$ cat src/sv/nns_pkg.sv
package nns_pkg;

    localparam int MAX_NODES_DEF  = 1024;
    localparam int COORD_BITS_DEF = 16;

    localparam int IN_COORD_W = 16;
    localparam int OP_W       = 2;
    localparam int DIMS_W     = 2;
    localparam int OUT_IDX_W  = 10;
    localparam int DIST_W     = 34;

    localparam logic [OP_W-1:0] OP_CLEAR = 2'd0;
    localparam logic [OP_W-1:0] OP_LOAD  = 2'd1;
    localparam logic [OP_W-1:0] OP_QUERY = 2'd2;

    localparam logic [DIMS_W-1:0] DIMS_RESET = 2'd3;
    localparam logic [DIMS_W-1:0] DIMS_TWO   = 2'd2;
    localparam logic [DIMS_W-1:0] DIMS_THREE = 2'd3;

    localparam logic [DIST_W-1:0] DIST_MAX = {DIST_W{1'b1}};

    typedef struct packed {
        logic [OP_W-1:0]              operation;
        logic signed [IN_COORD_W-1:0] coord_x;
        logic signed [IN_COORD_W-1:0] coord_y;
        logic signed [IN_COORD_W-1:0] coord_z;
    } in_item_t;

    typedef struct packed {
        logic                 found;
        logic [OUT_IDX_W-1:0] nearest_index;
        logic [DIST_W-1:0]    squared_distance;
    } out_item_t;

    typedef struct packed {
        logic clear_store;
        logic load_node;
        logic start_scan;
        logic issue_read;
        logic out_load;
    } cmd_t;

    typedef struct packed {
        logic store_empty;
        logic scan_last;
        logic pipe_busy;
    } status_t;

endpackage

$ cat src/sv/nns_ctrl.sv
module nns_ctrl (
    input  logic                        aclk,
    input  logic                        aresetn,
    input  logic                        s_valid,
    output logic                        s_ready,
    input  logic [nns_pkg::OP_W-1:0]    s_op,
    output logic                        m_valid,
    input  logic                        m_ready,
    output nns_pkg::cmd_t               cmd,
    input  nns_pkg::status_t            status
);

    import nns_pkg::*;

    typedef enum logic [2:0] {
        ST_IDLE   = 3'b001,
        ST_SCAN   = 3'b010,
        ST_FINISH = 3'b100
    } state_t;

    state_t state_reg, state_next;
    logic   m_valid_reg, m_valid_next;

    always_comb begin
        cmd          = '0;
        state_next   = state_reg;
        m_valid_next = m_valid_reg;
        s_ready      = (state_reg == ST_IDLE);
        if (m_valid_reg && m_ready) begin
            m_valid_next = 1'b0;
        end
        unique case (state_reg)
            ST_IDLE: begin
                if (s_valid) begin
                    unique case (s_op)
                        OP_CLEAR: cmd.clear_store = 1'b1;
                        OP_LOAD:  cmd.load_node = 1'b1;
                        OP_QUERY: begin
                            cmd.start_scan = 1'b1;
                            state_next = status.store_empty ? ST_FINISH : ST_SCAN;
                        end
                        default: ;
                    endcase
                end
            end
            ST_SCAN: begin
                cmd.issue_read = 1'b1;
                if (status.scan_last) begin
                    state_next = ST_FINISH;
                end
            end
            ST_FINISH: begin
                if (!status.pipe_busy && (!m_valid_reg || m_ready)) begin
                    cmd.out_load = 1'b1;
                    m_valid_next = 1'b1;
                    state_next   = ST_IDLE;
                end
            end
            default: state_next = ST_IDLE;
        endcase
    end

    always_ff @(posedge aclk) begin
        if (!aresetn) begin
            state_reg   <= ST_IDLE;
            m_valid_reg <= 1'b0;
        end else begin
            state_reg   <= state_next;
            m_valid_reg <= m_valid_next;
        end
    end

    assign m_valid = m_valid_reg;

endmodule

$ cat config.mk
export PLATFORM = sky130hd
export DESIGN_NAME = nns_ctrl
export DESIGN_NICKNAME = d
export VERILOG_FILES = /design/src/sv/nns_pkg.sv /design/src/sv/nns_ctrl.sv
export SDC_FILE = /design/constraint.sdc
export NUM_CORES = 1
export LEC_CHECK = 0
export BUFFER_PORTS_ARGS = -buffer_cell sky130_fd_sc_hd__clkbuf_2
export CELL_PAD_IN_SITES_DETAIL_PLACEMENT = 1
export CELL_PAD_IN_SITES_GLOBAL_PLACEMENT = 1
export CORE_AREA = 2 2 39 41
export DETAILED_ROUTE_END_ITERATION = 8
export DIE_AREA = 0 0 41 43
export GPL_ROUTABILITY_DRIVEN = 1
export GPL_TIMING_DRIVEN = 0
export PLACE_DENSITY_LB_ADDON = 0.1
export SLEW_MARGIN = 20
export SYNTH_ARGS = -nofsm -noshare
export SYNTH_HDL_FRONTEND = slang
export SYNTH_SLANG_ARGS = --single-unit
export TNS_END_PERCENT = 20
$ cat constraint.sdc
create_clock -name aclk -period 2.1 [get_ports aclk]
set_clock_uncertainty 0.1 [all_clocks]
set_input_delay 0.105 -clock aclk [delete_from_list [all_inputs] [get_ports aclk]]
set_output_delay 0.105 -clock aclk [all_outputs]
set_load 0.05 [all_outputs]
==> Word-level counts from Yosys, hierarchy flattened <==
Index checks and enable logic that the tools add are counted.
{ "totals": {"regBits": 4, "inputBits": 9} }
{ "classes": {"n_eq_ne": 9, "mux": 17, "n_reduce_logical": 7} }
{ "ops": {"columns": ["op", "count"], "rows": [
  ["2-to-1 mux 3 bit", 7],
  ["2-to-1 mux 1 bit", 9],
  ["case mux 3 bit (3 select lines)", 1],
  ["inequality test 2 bit (second input constant)", 3],
  ["AND reduction 4 bit", 1],
  ["== test 3 x 1 -> 1 bit (second input constant)", 1],
  ["== test 3 x 2 -> 1 bit (second input constant)", 1],
  ["== test 3 bit (second input constant)", 1],
  ["== test 2 x 1 -> 1 bit (second input constant)", 1],
  ["== test 2 bit (second input constant)", 1],
  ["logical AND 1 bit", 2],
  ["zero test 1 bit", 2],
  ["zero test 2 bit", 1],
  ["inequality test 2 x 1 -> 1 bit (second input constant)", 1],
  ["logical OR 1 bit", 1]
]} }

==> Longest topological paths before layout <==
Gate-level depths: netlist (run 1).
{ "depth": {"ltp_word": 5, "ltp_mapped": 4} }

==> Worst setup path before layout (run 1) <==
OpenSTA, ideal clock, no wires.
{ "synth_path": {"path_type": "reg-to-output", "start": "reg state_reg[0]", "end": "out cmd[4] (netlist name)", "t_arrival_ps": 2388, "required_ps": 1895, "setup_slack_ps": -493, "path_stages_with_launch": 3, "n_path_buf": 0, "cell_sequence": "dfxtp_1 or3b_4 nor4b_1"} }
{ "synth_rtl": {"columns": ["element", "line_no", "text"], "rows": [
  ["start: declaration", "nns_ctrl.sv:21", "state_t state_reg, state_next;"],
  ["start signal: assignment", "nns_ctrl.sv:68", "state_reg <= state_next;"],
  ["end: declaration", "nns_ctrl.sv:9", "output nns_pkg::cmd_t cmd,"]
]} }

==> impl_metrics.csv, run 1 <==
group,metric,value,unit
run_status,status,"complete, no violations",
critical_path,end_kind,"output pin",
pwr,peakVddDrop,0.2470,mV
cts,clk_latency,0.23,ns
cts,clock-sinks,4,
grt,grt_pass1_wl,1110,um
yosys,ys_seq_area_frac,0.3282,
yosys,synth_largest_area_cell,"dfxtp_1",
yosys,synth_flop_cell,"dfxtp_1",
sta,setup-tns-final,0,ns
floorplan,die_x,41,um
pwr,power.leakage,0.1763,nW
sta,setup_viol,0,
cts,cts_resized,0,
cts,cts-root-buf,"clkbuf_4",
yosys,synth.most_common_cell,"dfxtp_1",
detailed_routing,ant_nets,0,
critical_path,timing.rr.end,"state_reg[2]",
sta,hold_viol,0,
yosys,ys_ff_latch,4,
cts,cts_setup_buffers,0,
floorplan,core.rowCount,14,
sta,rsz0062_at_grt,"no",
cts,cts_buffers,3,
job,max-cap-violations,0,
worst_hold_path,worstHoldEndpoint,"m_valid",
yosys,synthTopCellsByArea,"dfxtp_1 33%, nand3b_1 9.2%, o21a_1 9.2%",
sta,worst_slew_pin_slew,0.3393,ns
detailed_routing,drc,0,
layout,syn2layout_area_growth,54.87,%
floorplan,die_y,43,um
sta,fmax,553.8,MHz
grt,grt_pass1_vias,274,
detailed_routing,vias_per_cell,4.607,
yosys,synth_top_area_frac,0.3282,
yosys,synthArstFlopShare,0,
yosys,yosysWarningCount,0,
grt,grt_remaining_overflow,0,
critical_path,slowest_stage,"or3b_4",
layout,nNetsFinal,56,
sta,slew_headroom,0.7733,
cts,path_clk_slew,0.04,ns
pwr,powerDensity,851.8,nW/um^2
floorplan,dieArea,1763,um^2
sta,fin_crit_sh,0.8598,
yosys,syn_area_per_cell,9.384,um^2
cts,holdBufCountCts,1,
yosys,synth_cell_type_count,16,
cts,cts_buffer_depth,2,
critical_path,reg2reg_slack,0.75,ns
layout,largest_reg_flops,3,
sta,fin_crit,1.806,ns
layout,drive_gt1_frac,0.4889,
cts,cts_tree,"yes",
pwr,power,321.8,uW
critical_path,crit_chain,"or3b_4 -> clkinv_2 -> and4b_1 -> clkbuf_2",
layout,final_area,377.9,um^2
sta,drv_slew,0,
yosys,synthCells,26,
yosys,synth-edff-count,0,
floorplan,io-pin-count,16,
sta,whs,0.1145,ns
grt,antenna_found_initial,0,
detailed_routing,first_iter_violations,4,
floorplan,core-area,1384,um^2
critical_path,cp.arrival,1.60,ns
critical_path,path_class,"reg -> out",
critical_path,required,1.89,ns
detailed_routing,routedWlPerCell,11.74,um
detailed_routing,drt-total-wl,716,um
critical_path,r2r_start,"state_reg[0]",
critical_path,worst-path-max-fanout,5,
floorplan,initial_core_util,0.1763,
cts,h-tree-depth,1,
yosys,postSynthNetCount,35,
worst_hold_path,whs_path_depth,3,
layout,n_antenna_cell,0,
place,gp_congestion,0.7795,
layout,seqCellArea,80.08,um^2
place,port_buffers,15,
layout,fill_cells,172,
yosys,synthTopCellsByCount,"4 x dfxtp_1, 3 x nand3b_1, 3 x nor2b_1, 3 x o21a_1, 2 x nor3b_1",
worst_hold_path,hold_class,"in -> reg",
layout,final_cells,61,
place,dpl_cell_area,345.3,um^2
worst_hold_path,hold_start,"status[0]",
critical_path,cp_slowest_stage_delay,0.43,ns
layout,multi_input_area,161.4,um^2
critical_path,worstRegToRegCells,4,
grt,track_usage,0.09930,
yosys,syn-cell-area,244.0,um^2
place,dp.cells,57,
grt,grt_max_degree,6,
detailed_routing,vias,281,
place,dp_slack,0.5351,ns
sta,fin_ws,0.2944,ns
critical_path,start_kind,"flop",
layout,post-route-util,0.2731,
place,dpl.hpwl,627.6,um
detailed_routing,drt-pass1-iter-count,2,
kinds of logic (layout without fill, tap and decap cells):
kind of cell,count (synthesis),after routing,synth area share
simple gates,14,14,0.4102
buf+inv,2,21,0.03586
compound gates,6,6,0.2256
flops,4,4,0.3282
critical path: cells and delay by family, from the launching register on:
family / cells / cell delay, ns
buf+inv: 2 / 0.36
flops: 1 / 0.38
simple gates: 2 / 0.62
cells in the final DEF, fill, tap and decap left out, drive strengths merged:
cell type / netlist / final
nor2b: 3 / 3
o2bb2ai: 1 / 1
inv: 1 / 1
nand3b: 3 / 3
and4b: 1 / 1
a221oi: 1 / 1
dlygate4sd3: 0 / 1
nand2: 1 / 1
o21a: 3 / 3
nor3b: 2 / 2
o311ai: 1 / 1
or3b: 1 / 1
clkbuf: 0 / 18
dfxtp: 4 / 4
and3: 1 / 1
clkinv: 1 / 1
nor4b: 1 / 1
nor2: 1 / 1
layer usage:
metal / wire length (um) / share of wire / global-route usage / vias up
met4: 14 / 0.020 / 0.08000 / 0
met1: 284 / 0.40 / 0.1026 / 132
met5: 0 / 0 / 0 / -
li1: - / - / - / 138
met2: 365 / 0.51 / 0.1500 / 9
met3: 52 / 0.073 / 0.03665 / 2
final cells by class:
class                           instances  area share
Clock buffer                            3     0.05960
Inverter                                2     0.02318
Multi-Input combinational cell         20      0.4272
Sequential cell                         4      0.2119
Tap cell                               16     0.05298
Timing Repair Buffer                   16      0.2252
how the worst max path moves through the flow:
stage	from	end	slack (ns)	cells after the start
after global routing	state_reg[2]	cmd[0]	0.18	4
after global placement	state_reg[0]	cmd[3]	0.56	4
after CTS	state_reg[0]	cmd[3]	0.28	4
after detailed placement	state_reg[0]	cmd[3]	0.54	4
final	state_reg[0]	cmd[3]	0.29	4
after floorplan	state_reg[1]	state_reg[0]	-0.06	2
power breakdown:
group,leakage [nW],total [mW],switching [mW],internal [mW]
Clock,0.0138,0.0929,0.0291,0.0638
Combinational,0.130,0.133,0.0866,0.0459
Sequential,0.0326,0.0965,0.0108,0.0856
Note: power is estimated with default switching activity, not from simulation.
==> run 2: changes to the inputs <==
- RECOVER_POWER: unset -> 50
==> run 2 against run 1 <==
Against the previous run: first-iteration DRC count decreased by 75%; setup slack got worse by 0.043 ns; critical path depth unchanged; register-to-register slack got worse by 0.04 ns; global-route usage unchanged; combinational power decreased by 5%; hold slack about the same; critical path type unchanged; largest power group unchanged; highest routed layer unchanged.
==> impl_metrics.csv, run 2 (synthesis gave the netlist of run 1 again) <==
group,metric,value,unit
critical_path,start_kind,"flop",
run_status,status,"complete, no violations",
layout,final_common_cell,"clkbuf_2",
floorplan,core-area,1384,um^2
detailed_routing,first_iter_violations,1,
grt,track_usage,0.09930,
worst_hold_path,whs_path_depth,3,
cts,cts_buffers,3,
critical_path,required,1.89,ns
layout,multi_input_area,158.9,um^2
floorplan,die_y,43,um
cts,cts-root-buf,"clkbuf_4",
pwr,power,315.7,uW
worst_hold_path,hold_class,"in -> reg",
sta,drv_slew,0,
sta,fmax,540.8,MHz
layout,final_area,374.1,um^2
cts,clock-sinks,4,
grt,grt_remaining_overflow,0,
job,max-cap-violations,0,
sta,worst_slew_pin_slew,0.5892,ns
floorplan,dieArea,1763,um^2
sta,setup-tns-final,0,ns
worst_hold_path,hold_start,"status[0]",
layout,drive_gt1_frac,0.4444,
place,gp_congestion,0.7795,
cts,cts_buffer_depth,2,
detailed_routing,drc,0,
sta,fin_ws,0.2510,ns
detailed_routing,ant_nets,0,
cts,cts_tree,"yes",
worst_hold_path,worstHoldEndpoint,"m_valid",
layout,post-route-util,0.2703,
pwr,peakVddDrop,0.2199,mV
detailed_routing,drt-total-wl,721,um
detailed_routing,vias_per_cell,4.639,
sta,slew_headroom,0.6089,
critical_path,r2r_start,"state_reg[0]",
pwr,power.leakage,0.1752,nW
floorplan,io-pin-count,16,
layout,largest_reg_flops,3,
layout,syn2layout_area_growth,53.33,%
detailed_routing,routedWlPerCell,11.82,um
place,dpl_cell_area,345.3,um^2
cts,clk_latency,0.23,ns
floorplan,initial_core_util,0.1763,
cts,path_clk_slew,0.04,ns
critical_path,reg2reg_slack,0.71,ns
grt,antenna_found_initial,0,
place,dp.cells,57,
grt,grt_pass1_vias,274,
pwr,powerDensity,844.0,nW/um^2
grt,grt_pass1_wl,1110,um
place,port_buffers,15,
layout,layout_common_cells,"14 x clkbuf_2, 4 x dfxtp_1",
critical_path,worstRegToRegCells,4,
critical_path,path_class,"reg -> out",
cts,h-tree-depth,1,
layout,seqCellArea,80.08,um^2
sta,setup_viol,0,
place,dpl.hpwl,627.6,um
place,dp_slack,0.5351,ns
critical_path,worst-path-max-fanout,5,
floorplan,core.rowCount,14,
sta,hold_viol,0,
detailed_routing,vias,283,
floorplan,die_x,41,um
critical_path,cp.arrival,1.64,ns
layout,n_antenna_cell,0,
layout,fill_cells,172,
sta,rsz0062_at_grt,"no",
sta,whs,0.1148,ns
grt,grt_max_degree,6,
layout,nNetsFinal,56,
detailed_routing,drt-pass1-iter-count,2,
layout,final_cells,61,
sta,fin_crit_sh,0.8805,
critical_path,timing.rr.end,"state_reg[2]",
cts,cts_setup_buffers,0,
critical_path,end_kind,"output pin",
sta,fin_crit,1.849,ns
## run 2: cell counts in the layout (fill, tap and decap cells not counted)
No cell type changed its count.
## run 2: report_power, final
group | internal (mW) | switching [mW] | total (mW)
combinational | 0.0396 | 0.0869 | 0.126
sequential | 0.0856 | 0.0108 | 0.0964
clock | 0.0638 | 0.0291 | 0.0929
## run 2: layer usage
layer  up-vias  wire [um]  part of all wire  global-route usage
met5         -          0                 0                   0
met4         0         14             0.019             0.08000
met2         9        357              0.50              0.1500
met3         2         53             0.074             0.03665
li1        138          -                 -                   -
met1       134        295              0.41              0.1026
## run 2: timing repair
action / in CTS / in global routing
endpoints found under the hold margin: 1 / 0
hold buffers: 1 / 0
gates resized for setup: 0 / 0
## run 2: final cells by class
| type | instances | share of cell area |
|---|---|---|
| Clock buffer | 3 | 0.06020 |
| Tap cell | 16 | 0.05351 |
| Sequential cell | 4 | 0.2140 |
| Multi-Input combinational cell | 20 | 0.4247 |
| Inverter | 2 | 0.02341 |
| Timing Repair Buffer | 16 | 0.2241 |
## run 2: worst max-delay path: stages, from the launching register on
cell	delay, ns
dfxtp_1	0.38
or3b_1	0.45
clkinv_2	0.11
and4b_1	0.19
clkbuf_2	0.28
## run 2: how the worst max path moves through the flow
stage                     slack, ns  cells after the start           end          from
final                          0.25                      4        cmd[3]  state_reg[0]
after floorplan               -0.06                      2  state_reg[0]  state_reg[1]
after CTS                      0.28                      4        cmd[3]  state_reg[0]
after detailed placement       0.54                      4        cmd[3]  state_reg[0]
after global routing           0.14                      4        cmd[3]  state_reg[0]
after global placement         0.56                      4        cmd[3]  state_reg[0]
